===== config.mk =====
export PLATFORM = sky130hd
export DESIGN_NAME = load_cell_adc_serial_reader
export DESIGN_NICKNAME = d
export VERILOG_FILES = /design/src/lcasr_pkg.sv /design/src/load_cell_adc_serial_reader.sv /design/src/lcasr_div.sv
export SDC_FILE = /design/constraint.sdc
export NUM_CORES = 1
export LEC_CHECK = 0
export BUFFER_PORTS_ARGS = -buffer_cell sky130_fd_sc_hd__buf_2
export CAP_MARGIN = 20
export CORE_MARGIN = 1
export CORE_UTILIZATION = 34
export CTS_BUF_LIST = sky130_fd_sc_hd__clkbuf_4
export DETAILED_ROUTE_END_ITERATION = 16
export MAX_ROUTING_LAYER = met4
export PLACE_DENSITY = 0.52
export REMOVE_ABC_BUFFERS = 1
export SYNTH_ARGS = -nofsm -noshare
export SYNTH_HDL_FRONTEND = slang
export SYNTH_SLANG_ARGS = --single-unit
export TNS_END_PERCENT = 100

===== constraint.sdc =====
create_clock -name i_clk -period 6.7 [get_ports i_clk]
set_input_delay 0 -clock i_clk [delete_from_list [all_inputs] [get_ports i_clk]]
set_output_delay 0 -clock i_clk [all_outputs]
set_load 0.02 [all_outputs]

===== src/lcasr_pkg.sv =====
// Shared constants and types for the load cell converter serial reader.
package lcasr_pkg;

    localparam int EXTRA_W    = 2;
    localparam int TICK_W     = 16;
    localparam int AVG_W      = 8;
    localparam int OFF_W      = 24;
    localparam int RES_W      = 25;

    localparam int CFG_IDX_W  = 3;
    localparam int CFG_DATA_W = 24;

    localparam int IN_TDATA_W  = 8;
    localparam int OUT_TDATA_W = 32;
    localparam int OUT_TUSER_W = 2;

    localparam logic [CFG_IDX_W-1:0] REG_EXTRA_PULSES  = 3'd0;
    localparam logic [CFG_IDX_W-1:0] REG_READY_TIMEOUT = 3'd1;
    localparam logic [CFG_IDX_W-1:0] REG_PD_HOLD       = 3'd2;
    localparam logic [CFG_IDX_W-1:0] REG_AVERAGE_COUNT = 3'd3;
    localparam logic [CFG_IDX_W-1:0] REG_ZERO_OFFSET   = 3'd4;

    localparam logic [EXTRA_W-1:0] RST_EXTRA_PULSES  = 2'd1;
    localparam logic [TICK_W-1:0]  RST_READY_TIMEOUT = 16'd5000;
    localparam logic [TICK_W-1:0]  RST_PD_HOLD       = 16'd300;
    localparam logic [AVG_W-1:0]   RST_AVERAGE_COUNT = 8'd1;
    localparam logic [OFF_W-1:0]   RST_ZERO_OFFSET   = 24'd0;

    localparam int RES_MAX = 16777215;
    localparam int RES_MIN = -16777216;

    typedef logic [AVG_W-1:0] t_count;

endpackage


===== src/load_cell_adc_serial_reader.sv =====
// Top level of the load cell converter serial reader.
//
// Every input beat on the s_axis channel is one timebase tick carrying the
// start request and the sampled converter data pin. Every accepted tick gives
// exactly one output beat on the m_axis channel: the clock pin level for that
// tick, the busy flag, and on the finishing tick of a measurement the result.
// An ordinary tick's beat appears in the output register on the cycle after the
// tick is accepted, so ticks can stream at one per cycle while the receiver
// keeps taking beats. The finishing tick of an averaged measurement runs a
// bit-serial divider of SAMPLE_BITS+8 steps, then registers the sign-corrected
// quotient, then subtracts the offset, saturates and loads the output beat;
// no tick is taken meanwhile.
// When the receiver stalls, the pending beat holds in the output register and
// the next tick is not taken until that beat leaves.
// Reset returns the sequencer to idle with the converter clock high and loads
// the registers with their default values. Registers are written through the
// cfg port, one per cycle, and should only be written while no tick is pending.
module load_cell_adc_serial_reader #(
    parameter int SAMPLE_BITS = 24
) (
    input  logic                                  i_clk,
    input  logic                                  i_rst_n,
    input  logic                                  s_axis_tvalid,
    output logic                                  s_axis_tready,
    // [0] start_request, [1] dout_level, [7:2] zero
    input  logic [lcasr_pkg::IN_TDATA_W-1:0]      s_axis_tdata,
    output logic                                  m_axis_tvalid,
    input  logic                                  m_axis_tready,
    // [0] pd_sck_level, [1] busy_res, [26:2] result_value, [31:27] zero
    output logic [lcasr_pkg::OUT_TDATA_W-1:0]     m_axis_tdata,
    // [0] result_valid, [1] timed_out
    output logic [lcasr_pkg::OUT_TUSER_W-1:0]     m_axis_tuser,
    input  logic                                  i_cfg_we,
    input  logic [lcasr_pkg::CFG_IDX_W-1:0]       i_cfg_index,
    input  logic [lcasr_pkg::CFG_DATA_W-1:0]      i_cfg_data
);

    localparam int DW     = SAMPLE_BITS + 8;
    localparam int DIFF_W = DW + 1;
    localparam int BC_W   = $clog2(SAMPLE_BITS + 1);
    localparam int TW     = lcasr_pkg::TICK_W;
    localparam int RW     = lcasr_pkg::RES_W;

    localparam logic [2:0] PH_IDLE       = 3'd0;
    localparam logic [2:0] PH_WAIT       = 3'd1;
    localparam logic [2:0] PH_CLK_HIGH   = 3'd2;
    localparam logic [2:0] PH_CLK_LOW    = 3'd3;
    localparam logic [2:0] PH_PULSE_HIGH = 3'd4;
    localparam logic [2:0] PH_PULSE_LOW  = 3'd5;
    localparam logic [2:0] PH_HOLD       = 3'd6;

    localparam logic [1:0] C_RUN = 2'd0;
    localparam logic [1:0] C_DIV = 2'd1;
    localparam logic [1:0] C_SAT = 2'd2;

    localparam logic signed [DIFF_W-1:0] L_MAX = DIFF_W'(lcasr_pkg::RES_MAX);
    localparam logic signed [DIFF_W-1:0] L_MIN = DIFF_W'(lcasr_pkg::RES_MIN);

    logic [lcasr_pkg::EXTRA_W-1:0]  r_extra;
    logic [TW-1:0]                  r_timeout;
    logic [TW-1:0]                  r_hold;
    lcasr_pkg::t_count              r_avg;
    logic [lcasr_pkg::OFF_W-1:0]    r_off;

    logic [2:0]               r_phase, n_phase;
    logic [TW-1:0]            r_tick, n_tick;
    logic [BC_W-1:0]          r_bits, n_bits;
    logic [1:0]               r_pulse, n_pulse;
    logic [SAMPLE_BITS-1:0]   r_shift, n_shift;
    logic signed [DW-1:0]     r_sum, n_sum;
    lcasr_pkg::t_count        r_reads, n_reads;
    logic [1:0]               r_ctl;

    logic                     r_neg;
    logic signed [DW-1:0]     r_val;

    logic                     r_out_valid;
    logic                     r_out_sck;
    logic                     r_out_busy;
    logic                     r_out_rv;
    logic                     r_out_tmo;
    logic [RW-1:0]            r_out_value;

    logic                     w_start;
    logic                     w_dout;
    logic                     w_acc;
    logic                     w_out_free;
    logic                     w_sck, w_busy, w_rv, w_tmo, w_fin;
    logic [1:0]               w_pulses;
    lcasr_pkg::t_count        w_count;
    logic [TW:0]              w_tick_inc;
    logic [DW-1:0]            w_mag;
    logic                     w_div_done;
    logic [DW-1:0]            w_quo;
    logic signed [DIFF_W-1:0] w_diff;
    logic [RW-1:0]            w_sat;

    assign w_start    = s_axis_tdata[0];
    assign w_dout     = s_axis_tdata[1];
    assign w_out_free = !r_out_valid || m_axis_tready;
    assign s_axis_tready = (r_ctl == C_RUN) && w_out_free;
    assign w_acc      = s_axis_tvalid && s_axis_tready;
    assign w_pulses   = (r_extra == '0) ? 2'd1 : r_extra;
    assign w_count    = (r_avg == '0) ? lcasr_pkg::AVG_W'(1) : r_avg;
    assign w_tick_inc = {1'b0, r_tick} + 1'b1;
    assign w_mag      = r_sum[DW-1] ? DW'(-r_sum) : DW'(r_sum);

    always_comb begin
        n_phase = r_phase;
        n_tick  = r_tick;
        n_bits  = r_bits;
        n_pulse = r_pulse;
        n_shift = r_shift;
        n_sum   = r_sum;
        n_reads = r_reads;
        w_sck   = 1'b1;
        w_busy  = 1'b1;
        w_rv    = 1'b0;
        w_tmo   = 1'b0;
        w_fin   = 1'b0;
        unique case (r_phase)
            PH_IDLE: begin
                if (w_start) begin
                    n_phase = PH_WAIT;
                    n_tick  = '0;
                    n_reads = '0;
                    n_sum   = '0;
                    w_sck   = 1'b0;
                end else begin
                    w_busy = 1'b0;
                end
            end
            PH_WAIT: begin
                w_sck = 1'b0;
                if (!w_dout) begin
                    n_phase = PH_CLK_HIGH;
                    n_bits  = '0;
                    n_shift = '0;
                end else if (r_tick >= r_timeout) begin
                    n_phase = PH_IDLE;
                    n_sum   = '0;
                    w_sck   = 1'b1;
                    w_busy  = 1'b0;
                    w_rv    = 1'b1;
                    w_tmo   = 1'b1;
                end else begin
                    n_tick = w_tick_inc[TW-1:0];
                end
            end
            PH_CLK_HIGH: begin
                n_shift = {r_shift[SAMPLE_BITS-2:0], w_dout};
                n_bits  = r_bits + 1'b1;
                n_phase = PH_CLK_LOW;
            end
            PH_CLK_LOW: begin
                w_sck = 1'b0;
                if (r_bits >= BC_W'(SAMPLE_BITS)) begin
                    n_phase = PH_PULSE_HIGH;
                    n_pulse = '0;
                end else begin
                    n_phase = PH_CLK_HIGH;
                end
            end
            PH_PULSE_HIGH: begin
                n_pulse = r_pulse + 1'b1;
                n_phase = PH_PULSE_LOW;
            end
            PH_PULSE_LOW: begin
                w_sck = 1'b0;
                if (r_pulse >= w_pulses) begin
                    n_sum   = r_sum + DW'($signed(r_shift));
                    n_reads = r_reads + 1'b1;
                    n_tick  = '0;
                    n_phase = PH_HOLD;
                end else begin
                    n_phase = PH_PULSE_HIGH;
                end
            end
            PH_HOLD: begin
                n_tick = w_tick_inc[TW-1:0];
                if (w_tick_inc >= {1'b0, r_hold}) begin
                    if (r_reads >= w_count) begin
                        n_phase = PH_IDLE;
                        w_fin   = 1'b1;
                    end else begin
                        n_phase = PH_WAIT;
                        n_tick  = '0;
                    end
                end
            end
            default: begin
                n_phase = PH_IDLE;
                w_busy  = 1'b0;
            end
        endcase
    end

    lcasr_div #(
        .WIDTH(DW)
    ) u_div (
        .i_clk      (i_clk),
        .i_rst_n    (i_rst_n),
        .i_start    (w_acc && w_fin),
        .i_dividend (w_mag),
        .i_divisor  (w_count),
        .o_done     (w_div_done),
        .o_quotient (w_quo)
    );

    assign w_diff = DIFF_W'(r_val) - DIFF_W'($signed(r_off));

    always_comb begin
        if (w_diff > L_MAX) begin
            w_sat = RW'(L_MAX);
        end else if (w_diff < L_MIN) begin
            w_sat = RW'(L_MIN);
        end else begin
            w_sat = w_diff[RW-1:0];
        end
    end

    always_ff @(posedge i_clk) begin
        if (!i_rst_n) begin
            r_extra     <= lcasr_pkg::RST_EXTRA_PULSES;
            r_timeout   <= lcasr_pkg::RST_READY_TIMEOUT;
            r_hold      <= lcasr_pkg::RST_PD_HOLD;
            r_avg       <= lcasr_pkg::RST_AVERAGE_COUNT;
            r_off       <= lcasr_pkg::RST_ZERO_OFFSET;
        end else if (i_cfg_we) begin
            unique case (i_cfg_index)
                lcasr_pkg::REG_EXTRA_PULSES:  r_extra   <= i_cfg_data[lcasr_pkg::EXTRA_W-1:0];
                lcasr_pkg::REG_READY_TIMEOUT: r_timeout <= i_cfg_data[TW-1:0];
                lcasr_pkg::REG_PD_HOLD:       r_hold    <= i_cfg_data[TW-1:0];
                lcasr_pkg::REG_AVERAGE_COUNT: r_avg     <= i_cfg_data[lcasr_pkg::AVG_W-1:0];
                lcasr_pkg::REG_ZERO_OFFSET:   r_off     <= i_cfg_data[lcasr_pkg::OFF_W-1:0];
                default: ;
            endcase
        end
    end

    always_ff @(posedge i_clk) begin
        if (!i_rst_n) begin
            r_phase     <= PH_IDLE;
            r_tick      <= '0;
            r_bits      <= '0;
            r_pulse     <= '0;
            r_shift     <= '0;
            r_sum       <= '0;
            r_reads     <= '0;
            r_ctl       <= C_RUN;
            r_out_valid <= 1'b0;
        end else begin
            if (w_acc) begin
                r_phase <= n_phase;
                r_tick  <= n_tick;
                r_bits  <= n_bits;
                r_pulse <= n_pulse;
                r_shift <= n_shift;
                r_sum   <= n_sum;
                r_reads <= n_reads;
            end
            priority case (r_ctl)
                C_RUN: begin
                    if (w_acc && w_fin) begin
                        r_ctl <= C_DIV;
                    end
                end
                C_DIV: begin
                    if (w_div_done) begin
                        r_ctl <= C_SAT;
                    end
                end
                C_SAT: begin
                    if (w_out_free) begin
                        r_ctl <= C_RUN;
                    end
                end
                default: r_ctl <= C_RUN;
            endcase
            if (w_acc && !w_fin) begin
                r_out_valid <= 1'b1;
            end else if (r_ctl == C_SAT && w_out_free) begin
                r_out_valid <= 1'b1;
            end else if (m_axis_tready) begin
                r_out_valid <= 1'b0;
            end
        end
    end

    always_ff @(posedge i_clk) begin
        if (w_acc && w_fin) begin
            r_neg <= r_sum[DW-1];
        end
        if (w_div_done) begin
            r_val <= r_neg ? -$signed(w_quo) : $signed(w_quo);
        end
        if (w_acc && !w_fin) begin
            r_out_sck   <= w_sck;
            r_out_busy  <= w_busy;
            r_out_rv    <= w_rv;
            r_out_tmo   <= w_tmo;
            r_out_value <= '0;
        end else if (r_ctl == C_SAT && w_out_free) begin
            r_out_sck   <= 1'b1;
            r_out_busy  <= 1'b0;
            r_out_rv    <= 1'b1;
            r_out_tmo   <= 1'b0;
            r_out_value <= w_sat;
        end
    end

    assign m_axis_tvalid = r_out_valid;
    assign m_axis_tdata  = {{(lcasr_pkg::OUT_TDATA_W - RW - 2){1'b0}},
                            r_out_value, r_out_busy, r_out_sck};
    assign m_axis_tuser  = {r_out_tmo, r_out_rv};

    a_div_only_when_dividing: assert property (@(posedge i_clk) disable iff (!i_rst_n)
        w_div_done |-> r_ctl == C_DIV)
        else $error("divider finished outside of the divide step");

    a_idle_while_dividing: assert property (@(posedge i_clk) disable iff (!i_rst_n)
        (r_ctl == C_DIV || r_ctl == C_SAT) |-> r_phase == PH_IDLE)
        else $error("sequencer left idle while a result was being formed");

    a_high_then_low: assert property (@(posedge i_clk) disable iff (!i_rst_n)
        (w_acc && r_phase == PH_CLK_HIGH) |=> r_phase == PH_CLK_LOW && r_out_sck)
        else $error("data bit high half not followed by its low half");

    a_bit_count_range: assert property (@(posedge i_clk) disable iff (!i_rst_n)
        r_bits <= BC_W'(SAMPLE_BITS))
        else $error("bit count ran past the sample width");

    a_timeout_flags: assert property (@(posedge i_clk) disable iff (!i_rst_n)
        (r_out_valid && r_out_tmo) |-> (r_out_rv && !r_out_busy && r_out_value == '0))
        else $error("timeout beat without a clean zero result");

endmodule


===== src/lcasr_div.sv =====
// Bit-serial restoring divider of an unsigned magnitude by an 8-bit count.
module lcasr_div #(
    parameter int WIDTH = 32
) (
    input  logic                  i_clk,
    input  logic                  i_rst_n,
    input  logic                  i_start,
    input  logic [WIDTH-1:0]      i_dividend,
    input  lcasr_pkg::t_count     i_divisor,
    output logic                  o_done,
    output logic [WIDTH-1:0]      o_quotient
);

    localparam int CW = $clog2(WIDTH + 1);
    localparam int RW = lcasr_pkg::AVG_W;

    logic [CW-1:0]     r_cnt;
    logic              r_done;
    logic [WIDTH-1:0]  r_quo;
    logic [RW-1:0]     r_rem;
    logic [RW-1:0]     r_dsr;

    logic [RW:0]       w_sh;
    logic [RW:0]       w_sub;
    logic              w_ge;

    assign w_sh  = {r_rem, r_quo[WIDTH-1]};
    assign w_ge  = w_sh >= {1'b0, r_dsr};
    assign w_sub = w_sh - {1'b0, r_dsr};

    always_ff @(posedge i_clk) begin
        if (!i_rst_n) begin
            r_cnt  <= '0;
            r_done <= 1'b0;
        end else begin
            r_done <= 1'b0;
            if (i_start) begin
                r_cnt <= CW'(WIDTH);
            end else if (r_cnt != '0) begin
                r_cnt <= r_cnt - 1'b1;
                if (r_cnt == CW'(1)) begin
                    r_done <= 1'b1;
                end
            end
        end
    end

    always_ff @(posedge i_clk) begin
        if (i_start) begin
            r_quo <= i_dividend;
            r_rem <= '0;
            r_dsr <= i_divisor;
        end else if (r_cnt != '0) begin
            r_quo <= {r_quo[WIDTH-2:0], w_ge};
            r_rem <= w_ge ? w_sub[RW-1:0] : w_sh[RW-1:0];
        end
    end

    assign o_done     = r_done;
    assign o_quotient = r_quo;

endmodule


# Yosys cells after proc, flatten, opt, wreduce, memory -nomap -nowiden
# Index checks and enable logic that the tools add are counted.
# W data, S select, Z words.
# totals
register_bits,276
inputBits,40
output_inout_bits,36
wordCells,176
# op_classes
addsub,10
magnitude_cmp,8
eq_ne,25
muxes,66
bitwise,2
n_reduce_logical,38
# ops
op,count
$mux W32,8
$mux W16,6
$pmux W32 S3,1
$neg A32 Y32,2
$pmux W16 S4,1
$mux W25,2
$pmux W24 S2,1
$gt A33 B25 Y1 const B,1
$lt A33 B25 Y1 const B,1
$sub A32 B24 Y33,1
$add A32 B24 Y32,1
$mux W8,4
$mux W24,1
$mux W1,21
$pmux W3 S7,1
$ne A2 B2 Y1 const B,9
$add A16 B1 Y17 const B,1
$ge A17 B16 Y1,1
$ge A16 B16 Y1,1
$pmux W8 S2,1
$mux W3,5
$eq A3 B2 Y1 const B,4
$eq A3 B3 Y1 const B,4
$mux W2,6
other kinds (39),65

# Logic depth before layout (Yosys ltp)
# Gate-level depths: netlist of run 1.
# logic_depth
depth_word,9
ltp_mapped,17

# By module
# A second synthesis of run 1 with hierarchy kept.
# hier_totals
hier_cells,2017
area_unflattened_um2,17063.9
# by_module_without_submodules
module,instances,cells_each,area_each_um2,seq_area_each_um2
load_cell_adc_serial_reader,1,1817,14412.6,4794.6
lcasr_div,1,200,2651.3,1501.4

# Worst setup path before layout of run 1
# OpenSTA, ideal clock, no wires.
# synth_path
path_kind,register to register
from,register r_tick[2]
to,"register u_div.r_quo[0] (netlist: u_div.o_quotient[0]), enable pin"
setup_ns,0.466
t_arrival_ns,4.935
required_time_ns,6.234
path_slack_ns,1.300
path_stages_with_launch,14
cell_sequence,dfxtp_1 -> and3_1 -> and3_1 -> and3_1 -> and3_1 -> and2_1 -> nand3_1 -> xnor2_1 -> ha_1 -> o21ai_0 -> nor3_1 -> a21oi_1 -> a2111o_1 -> o21ai_0
# synth_between
elab_chain_cells,6
# synth_lines
item,line_no,rtl
start: declaration,load_cell_adc_serial_reader.sv:66,"logic [TW-1:0] r_tick, n_tick;"
start signal: assignment,load_cell_adc_serial_reader.sv:255,r_tick <= n_tick;
$add A16 B1 Y17,load_cell_adc_serial_reader.sv:105,"assign w_tick_inc = {1'b0, r_tick} + 1'b1;"
$ge A17 B16 Y1,load_cell_adc_serial_reader.sv:181,"if (w_tick_inc >= {1'b0, r_hold}) begin"
$mux W1,load_cell_adc_serial_reader.sv:181,
$mux W1,load_cell_adc_serial_reader.sv:121,unique case (r_phase)
$logic_and A1 B1 Y1,load_cell_adc_serial_reader.sv:203,".i_start (w_acc && w_fin),"
$reduce_bool A2 Y1 (no line),n/a,
end signal: assignment,lcasr_div.sv:50,r_quo <= i_dividend;
end signal: assignment,lcasr_div.sv:54,"r_quo <= {r_quo[WIDTH-2:0], w_ge};"
end: declaration,lcasr_div.sv:19,logic [WIDTH-1:0] r_quo;
# Every way passes these cells.
# A chain may end at the register's enable or synchronous reset.

# Worst setup path after layout of run 1
# layout_path
from,register r_tick[0]
to,"register r_out_sck, enable pin"
# layout_between
elab_chain_cells,7
# layout_lines
item,line_no,rtl
$add A16 B1 Y17,load_cell_adc_serial_reader.sv:105,
$ge A17 B16 Y1,load_cell_adc_serial_reader.sv:181,
$mux W1,load_cell_adc_serial_reader.sv:181,
$mux W1,load_cell_adc_serial_reader.sv:121,
$logic_not A1 Y1,load_cell_adc_serial_reader.sv:297,if (w_acc && !w_fin) begin
$logic_and A1 B1 Y1,load_cell_adc_serial_reader.sv:297,
$reduce_bool A2 Y1 (no line),n/a,
end signal: assignment,load_cell_adc_serial_reader.sv:298,r_out_sck <= w_sck;
end: declaration,load_cell_adc_serial_reader.sv:78,logic r_out_sck;
# Every way passes these cells.

==> flow_summary.toml, run 1 <==
[grt]
grtUsageTotal_pct = 17.57
antenna_found_initial = 1
overflow = 0
grt_pass1_wl_um = 68860
grt_pass1_vias = 13730
grt_max_degree = 81

[drt]
wl_per_cell_um = 15.06
via_per_inst = 5.106
drt_drc_violations_left = 0
ant_nets = 0
drt_iter0_markers = 722
num_vias = 14090
wl_um = 41560
drt-pass1-iter-count = 5

[cts]
path_clk_slew_ns = 0.06
cts_root_buffer = "clkbuf_4"
cts_max_level = 3
clock_latency_ns = 0.78
cts_tree = "done"
cts-buffers-inserted = 77
cts_sinks = 276
clk_path_buf_depth = 3

[logic_synthesis]
synthTopCellsByArea = "dfxtp_1 24%, edfxtp_1 14%, ha_1 9.2%"
synth_ff_type = "dfxtp_1"
ys_warn_count = 0
synth_common_cells = "241 x nand2_1, 206 x a21oi_1, 199 x dfxtp_1"
post_synth_num_cell_types = 75
ys_async_sr_fraction_pct = 0
ys_ff_latch = 276
netlist_area_sq_mm = 0.01641
ys_seq_area_share_pct = 38.37
synth_top_area_share_pct = 24.28
synthCells = 1938
synth_edf_count = 77
synth.most_common_cell = "nand2_1"
syn_area_per_cell_sq_um = 8.467
synth_largest_area_cell = "dfxtp_1"

[timing]
slew_headroom_pct = 31.40
timing.fmax_mhz = 200.3
hold_ws_ns = 0.08898
rsz0062_at_grt = "no"
min_period_ns = 4.993
finalSetupViolations = 0
hold_violations = 0
min_period_over_period_pct = 74.52
skew_ns = 0.03083
slew_viol_final = 0
tightestPinTransition_ns = 1.016
fin_setup_tns_ns = 0

[floorplan]
start_util_pct = 34.44
fp.dieH_um = 221.7
dieWidth_um = 221.7
core_area_sq_mm = 0.04765
io_pins = 76
row_count = 80
die_area_sq_mm = 0.04914

[hold_path]
hold_path_class = "in -> reg"

[final_layout]
fill_cells = 4863
fin_nets = 2245
areaGrowthSynthToFinish_pct = 16.17
drive_above_1_share_pct = 10.69
stdcell_count = 2759

[placed_design]
dp_hpwl_um = 29580
numPortBuffers = 64
dp_cells = 2541
place_congestion = 0.8457

[worst_setup_path]
crit_required_ns = 7.12
cp-endpoint = "r_out_sck"
timing.rr.start = "r_tick[0]"
r2r-end = "r_out_sck"
crit_start = "r_tick[0]"
cp_max_fo = 27
worstPathArrival_ns = 5.41
startpoint_type = "flop"
cp-end-kind = "flop"
r2r_setup_slack_ns = 1.71
reg2reg_depth = 15
crit_type = "reg -> reg"

[power_and_ir_drop]
p_leak_nw = 7.700
power.density_mw_per_mm2 = 257.6
p_sw_share_pct = 31.47
p_sw_mw = 1.545
internal_power_mw = 3.365
p_clk_share_pct = 33.3
vdd_drop_max_mv = 0.1052
combPwrFrac_pct = 21.8
pwr-share-seq_pct = 44.8

[run]
maxCapViolCount = 0

[status]
status = "complete, no violations"
==> how the worst min path moves through the flow <==
| stage | to | depth (start not counted) | startpoint | slack (ns) |
|---|---|---|---|---|
| finish | r_off[15] | 4 | i_cfg_data[15] | 0.09 |
| global route | r_timeout[6] | 4 | i_cfg_data[6] | 0.04 |
| CTS | r_timeout[4] | 4 | i_cfg_data[4] | 0.002 |
| detailed placement | r_off[17] | 3 | i_cfg_data[17] | 0.25 |
| global placement | r_off[17] | 3 | i_cfg_data[17] | 0.25 |
| floorplan | r_extra[0] | 1 | i_rst_n | 0.06 |
==> flip-flops by register name, indices dropped and copies added, names as in the netlist, 3 cells and up <==
register / count
u_div.o_quotient: 32
r_hold: 16
r_val: 32
r_shift: 24
r_out_value: 25
u_div.r_cnt: 6
r_tick: 16
r_timeout: 16
u_div.r_dsr: 8
r_reads: 8
r_phase: 3
u_div.r_rem: 8
r_off: 24
r_avg: 8
r_sum: 32
r_bits: 5
==> kinds of logic after synthesis <==
logic type	after synthesis	synth area share, %
DFF	276	38.37
adders and majority gates	123	9.517
other	1	0.02285
AOI/OAI and AO/OA	555	21.33
and+or+nand+nor	631	17.71
muxes	15	0.9608
buffers and inverters	205	5.048
xor gates and xnor gates	132	7.046
==> cell usage in the layout, fill, tap and decap left out, types with 15 or more instances in the layout <==
cell type      instances
buf_2                 64
inv_1                108
a22oi_1               52
a21oi_1              206
and3_1                15
nand4_1               21
xnor2_1               76
edfxtp_1              77
dlygate4sd3_1         75
or3_1                 24
a211oi_1              19
nand2_1              241
a21o_1                43
nor3_1                20
xor2_1                56
dfxtp_1              199
clkinv_1              18
clkbuf_4             115
nand3_1               27
ha_1                 120
nor2_1               179
o21ai_0              102
o211ai_1              18
nand2b_1              32
o31ai_1               20
buf_4                 16
==> through the flow <==
step	area, sq um	setup WS (ns)	utilization (%)	total power, mW
3_5_place_dp	17240	1.689	36.18	3.276
5_1_grt	19060	1.268	40.01	5.238
4_1_cts	19030	1.652	39.93	4.988
2_1_floorplan	16000	0.7054	-	2.985
6_report	19060	1.707	40.01	4.910
3_3_place_gp	17240	1.728	36.18	3.259
==> layer usage <==
| metal | wire length, um | GRT usage, % | part of all wire [%] |
|---|---|---|---|
| met3 | 1551 | 3.035 | 3.7 |
| met2 | 19120 | 28.14 | 46 |
| met1 | 19810 | 21.70 | 48 |
| met5 | 0 | - | 0 |
| met4 | 1074 | 7.616 | 2.6 |
==> critical path, cell delays in order, from the launching register on <==
cell	delay [ns]
dfxtp_1	0.40
ha_1	0.26
nand3_1	0.19
nor2_1	0.33
nand3_1	0.14
xnor2_1	0.21
ha_1	0.28
a21o_1	0.16
a21o_1	0.17
a21o_1	0.17
a211oi_1	0.25
o221ai_1	0.15
a21oi_1	0.39
a2111o_1	0.29
nand2_1	0.63
nand2b_1	0.58
==> area by class of cell <==
type                    count  area, sq um  share of cell area (%)
multi-input cells        1461         9320                   48.89
flip-flops and latches    276         6296                   33.03
repair buffers            157         1224                   6.419
clock buffers             115        863.3                   4.529
well taps                 615        769.5                   4.037
inverters                 109        410.4                   2.153
clock inverters            25        176.4                  0.9255
diodes                      1        2.502                 0.01313
==> power by group through the flow <==
stage | sequential [mW] | combinational, mW | clock (mW)
final | 2.20 | 1.07 | 1.64
after global routing | 2.23 | 1.22 | 1.79
after floorplan | 2.20 | 0.789 | 0
after CTS | 2.20 | 1.08 | 1.71
after detailed placement | 2.24 | 1.04 | 0
after global placement | 2.23 | 1.03 | 0
==> repair_timing <==
action | CTS | global route
hold endpoints to repair | 97 | 0
hold buffers | 75 | 0
gates resized for setup | 0 | 0
buffers inserted | 0 | 0
Note: power is estimated with default switching activity, not from simulation.
==> run 2: changes to the inputs <==
- ABC_AREA: default -> 1
- PLACE_DENSITY: 0.52 -> 0.54
- clock period: 6.7 -> 4.4 ns (I/O delays scaled with it)
==> run 2 against run 1 <==
Against the previous run:
- combinational power is 95% higher
- via count grew 15%
- count of clock-buffer cells in the layout up 14
- hold slack improved by 0.025 ns
- final cell count rose by 24%
- critical path depth is 4 higher
- register-to-register slack got worse by 1.2 ns
- total power is 64% higher
- first-iteration DRC count is 3.3% higher
- fmax grew 29%
- global-route usage up 0.39 points
==> flow_summary.toml, run 2 <==
[floorplan]
io_pins = 76
core_area_sq_mm = 0.05172
row_count = 83
die_area_sq_mm = 0.05358
dieWidth_um = 231.5
fp.dieH_um = 231.5
start_util_pct = 34.62

[hold_path]
holdPathStages = 4
hold_path_class = "in -> reg"
min_from = "i_cfg_data[3]"
min_to = "r_timeout[3]"

[drt]
via_per_inst = 4.754
num_vias = 16220
wl_um = 46330
wl_per_cell_um = 13.58
ant_nets = 0
drt_drc_violations_left = 0
drt_iter0_markers = 746
drt-pass1-iter-count = 5

[worst_setup_path]
critPathSlowestCell = "dfxtp_1"
cp_max_fo = 11
r2r-end = "u_div.o_quotient[1]"
path_cells = "ha_1, nand2_1, inv_1, nand2_1, nor2_2, inv_1, nor2_1, nand2_1, nor2_1, nand2_1, xnor2_1, ha_1, nand4_1, nor4_1, nand2_1, nand3_1, nand3_2, inv_1, o21ai_0"
crit_type = "reg -> reg"
timing.rr.start = "r_tick[1]"
crit_top_cell = "nand2_1"
reg2reg_depth = 19
cp-end-kind = "flop"
crit_required_ns = 4.91
startpoint_type = "flop"
worstPathArrival_ns = 4.39
r2r_setup_slack_ns = 0.52
cp_slowest_stage_delay_ns = 0.39

[cts]
cts_max_level = 3
cts_tree = "done"
cts_root_buffer = "clkbuf_4"
cts-buffers-inserted = 81
clock_latency_ns = 0.80
clk_path_buf_depth = 3
cts_sinks = 276
path_clk_slew_ns = 0.06

[placed_design]
place_congestion = 0.9142
dp_hpwl_um = 34780
dp_cells = 3182
numPortBuffers = 64

[final_layout]
multi_input_area_sq_mm = 0.009916
stdcell_count = 3412
fill_cells = 5424
regArea_sq_mm = 0.006296
drive_above_1_share_pct = 11.87
areaGrowthSynthToFinish_pct = 15.70
final_common_cell = "nand2_1"
fin_nets = 2829
final_cell_mix = "630 x nand2_1, 330 x inv_1, 230 x a21oi_1, 199 x dfxtp_1, 195 x o21ai_0"

[timing]
min_period_ns = 3.883
timing.fmax_mhz = 257.6
skew_ns = 0.05592
min_period_over_period_pct = 88.24
hold_ws_ns = 0.1137
tightestPinTransition_ns = 0.8740
finalSetupViolations = 0
hold_violations = 0
rsz0062_at_grt = "no"
slew_headroom_pct = 41.67
slew_viol_final = 0

[logic_synthesis]
synthCells = 2504
ys_warn_count = 0
ys_seq_area_share_pct = 35.17
synthTopCellsByArea = "dfxtp_1 22%, nand2_1 13%, edfxtp_1 13%"
synth_edf_count = 77
synth_ff_type = "dfxtp_1"
synth_common_cells = "630 x nand2_1, 330 x inv_1, 230 x a21oi_1"
synth_top_area_share_pct = 22.25
ys_async_sr_fraction_pct = 0
synth_largest_area_cell = "dfxtp_1"
syn_area_per_cell_sq_um = 7.150
post_synth_num_cell_types = 52
ys_ff_latch = 276
netlist_area_sq_mm = 0.01790
synth.most_common_cell = "nand2_1"

[grt]
grt_pass1_vias = 15670
grt_max_degree = 83
overflow = 0
grtUsageTotal_pct = 17.95
antenna_found_initial = 2
grt_pass1_wl_um = 75700

[run]
maxCapViolCount = 0

[power_and_ir_drop]
p_leak_nw = 9.484
vdd_drop_max_mv = 0.1350
power.density_mw_per_mm2 = 388.6

[status]
status = "complete, no violations"
-- run 2: cell types whose count changed after synthesis, moves of 21 or more --
cell	before	now
a22oi_1	52	0
a21o_1	43	7
or3_1	24	0
a21oi_2	0	21
xnor2_1	76	35
xor2_1	56	81
inv_1	109	330
nand2_2	0	26
a21oi_1	206	230
nand3_1	27	100
nand2b_1	32	0
o21ai_0	103	195
nand2_1	241	630
-- run 2: worst max path at each step --
stage / startpoint / endpoint / slack [ns] / cells after the start
finish: r_tick[1] / u_div.o_quotient[1] / 0.52 / 19
global route: r_tick[1] / u_div.o_quotient[1] / 0.07 / 22
CTS: r_tick[1] / u_div.o_quotient[1] / 0.50 / 22
detailed placement: r_tick[1] / u_div.o_quotient[1] / 0.55 / 22
global placement: r_tick[0] / u_div.o_quotient[1] / 0.62 / 16
floorplan: r_tick[0] / u_div.o_quotient[0] / -0.05 / 21
-- run 2: logic make-up (layout without fill, tap and decap cells) --
logic type,Yosys count,after routing,synth area share (%)
other,1,7,0.02095
AOI/OAI and AO/OA,507,507,15.43
adders and majority gates,123,123,8.722
buffers and inverters,425,647,9.623
DFF,276,276,35.17
and+or+nand+nor,1056,1056,25.36
xor gates and xnor gates,116,116,5.675
-- run 2: through the flow --
stage / util, % / setup WS [ns] / cell area (sq um) / power (mW) / TNS (ns)
global placement: 36.34 / 0.6158 / 18790 / 5.401 / 0
floorplan: - / -0.05005 / 17480 / 4.874 / -1.602
global route: 40.05 / 0.06831 / 20710 / 8.682 / 0
detailed placement: 36.34 / 0.5526 / 18790 / 5.461 / 0
CTS: 40.04 / 0.5016 / 20710 / 8.182 / 0
finish: 40.05 / 0.5173 / 20710 / 8.049 / 0
-- run 2: layout make-up --
cell class | count | share of cell area [%]
Multi-Input combinational cell | 1807 | 47.87
Sequential cell | 276 | 30.40
Inverter | 341 | 6.179
Timing Repair Buffer | 159 | 6.089
Clock buffer | 129 | 4.675
Tap cell | 680 | 4.108
Clock inverter | 18 | 0.6584
Antenna cell | 2 | 0.02416
-- run 2: where the power goes --
group	leakage, nW	internal (mW)	total [mW]	switching [mW]
logic	6.48	0.783	2.09	1.30
clock network	0.658	1.44	2.60	1.15
registers	2.34	3.07	3.37	0.296
-- run 2: metal layers --
layer	vias up	GRT usage [%]	part of all wire, %
met5	-	-	0
met4	0	7.202	2.6
met3	101	3.482	4.7
met2	337	29.35	46
met1	7228	21.59	47
li1	8554	-	-
-- run 2: repair_timing --
item,4_1_cts,5_1_grt
resized for setup,0,0
endpoints found under the hold margin,146,0
hold buffers,81,0
setup buffers,0,0
-- run 2: worst max-delay path: cells and delay by family (launching register included) --
kind | cells | cell delay, ns
and+or+nand+nor | 12 | 1.89
adders and majority gates | 2 | 0.52
buffers and inverters | 3 | 0.51
DFF | 1 | 0.39
xor gates and xnor gates | 1 | 0.15
AOI/OAI and AO/OA | 1 | 0.13
==> run 3: changes to the inputs <==
- MAX_ROUTING_LAYER: met4 -> default
==> run 3 against run 2 <==
Against the previous run:
- fmax is 1.8% lower
- critical path depth grew 4
- combinational power about the same
- register-to-register slack got worse by 0.07 ns
- final cell count decreased by 0.82%
- largest power group unchanged
- hold slack got worse by 0.022 ns
- die area is the same
==> flow_summary.toml, run 3 (synthesized netlist as in run 2, its figures left out) <==
[cts]
cts_tree = "done"
clock_latency_ns = 0.78
path_clk_slew_ns = 0.06
hold_buffers = 53
cts_sinks = 276
cts_setup_buffers = 0
cts_max_level = 3
clk_path_buf_depth = 3
cts_resized = 0
cts_root_buffer = "clkbuf_4"
cts-buffers-inserted = 80

[grt]
grt_pass1_wl_um = 75920
overflow = 0
grt_max_degree = 61
antenna_found_initial = 2
grtUsageTotal_pct = 17.46
grt_pass1_vias = 15710

[timing]
hold_violations = 0
finalSetupViolations = 0
slew_viol_final = 0
min_period_over_period_pct = 89.83
tightestPinTransition_ns = 0.8722
min_period_ns = 3.953
skew_ns = 0.04864
slew_headroom_pct = 41.73
rsz0062_at_grt = "no"
fin_setup_tns_ns = 0
timing.fmax_mhz = 253.0
fin_ws_ns = 0.4474

[floorplan]
die_area_sq_mm = 0.05358
start_util_pct = 34.62
fp.dieH_um = 231.5
row_count = 83
core_area_sq_mm = 0.05172
io_pins = 76
dieWidth_um = 231.5

[placed_design]
place_congestion = 0.9035
dp_cells = 3182
numPortBuffers = 64
placed_area_sq_mm = 0.01878
dp_hpwl_um = 34920
post-place-ws_ns = 0.5157

[hold_path]
min_from = "i_cfg_data[22]"
hold_path_class = "in -> reg"
holdPathStages = 4

[final_layout]
fin_nets = 2800
final_common_cell = "nand2_1"
areaGrowthSynthToFinish_pct = 14.13
stdcell_count = 3384
final_cell_area_sq_mm = 0.02043
final_cell_mix = "630 x nand2_1, 330 x inv_1, 230 x a21oi_1, 199 x dfxtp_1, 195 x o21ai_0"
drive_above_1_share_pct = 11.92
fill_cells = 5406

[power_and_ir_drop]
power.density_mw_per_mm2 = 393.6
p_leak_nw = 9.338
vdd_drop_max_mv = 0.1694
power_mw = 8.043

[worst_setup_path]
crit_start = "r_tick[1]"
timing.rr.start = "r_tick[1]"
worstPathArrival_ns = 4.46
cp_max_fo = 58
crit_required_ns = 4.90
startpoint_type = "flop"
crit_type = "reg -> reg"
r2r_setup_slack_ns = 0.45
reg2reg_depth = 23
cp-end-kind = "flop"

[drt]
drt_iter0_markers = 912
num_vias = 16110
drt_drc_violations_left = 0
wl_per_cell_um = 13.57
drt-pass1-iter-count = 8
via_per_inst = 4.760
wl_um = 45920
ant_nets = 0

[status]
status = "complete, no violations"

[run]
maxCapViolCount = 0
## run 3: area by class of cell
cell class	instances	area (sq um)	area share, %
multi-input cells	1807	9916	48.53
flip-flops and latches	276	6296	30.81
inverters	341	1280	6.264
repair buffers	131	968.4	4.739
clock buffers	127	953.4	4.666
well taps	680	850.8	4.164
clock inverters	20	163.9	0.8022
diodes	2	5.005	0.02449
## run 3: power by group
| part | total (mW) | internal (mW) | switching, mW |
|---|---|---|---|
| Clock | 2.61 | 1.48 | 1.12 |
| Sequential | 3.36 | 3.07 | 0.293 |
| Combinational | 2.07 | 0.768 | 1.31 |
## run 3: through the flow
stage,hold slack (ns),utilization (%)
5_1_grt,0.02252,39.51
4_1_cts,0.004139,39.50
3_5_place_dp,0.2970,36.31
3_3_place_gp,0.2929,36.31
2_1_floorplan,0.08410,-
6_report,0.09148,39.51
## run 3: metal layers
| layer | part of all wire, % | GRT usage [%] | up-vias |
|---|---|---|---|
| li1 | - | - | 8499 |
| met1 | 47 | 21.93 | 7200 |
| met3 | 4.1 | 3.310 | 91 |
| met5 | 0 | 0 | - |
| met2 | 46 | 29.42 | 318 |
| met4 | 2.7 | 6.623 | 0 |
## run 3: final timing paths
path	to
worst max-delay path	u_div.o_quotient[26]
worst min-delay path	r_off[22]
worst max register to register	u_div.o_quotient[26]
worst min register to register	u_div.r_dsr[4]
## run 3: worst max-delay path: stages, from the launching register on
cell     delay [ns]
dfxtp_1        0.39
ha_1           0.20
nand2_1        0.06
inv_1          0.07
nand2_1        0.10
nor2_2         0.19
inv_1          0.07
nor2_1         0.16
nand2_1        0.08
nor2_1         0.17
xnor2_1        0.14
inv_1          0.08
ha_1           0.31
nand2_1        0.08
inv_1          0.05
o21ai_0        0.07
nand2_1        0.07
nand4_1        0.08
nand4_1        0.12
nor2_2         0.14
nand3_1        0.20
nand3_2        0.22
buf_4          0.43
o21ai_0        0.16
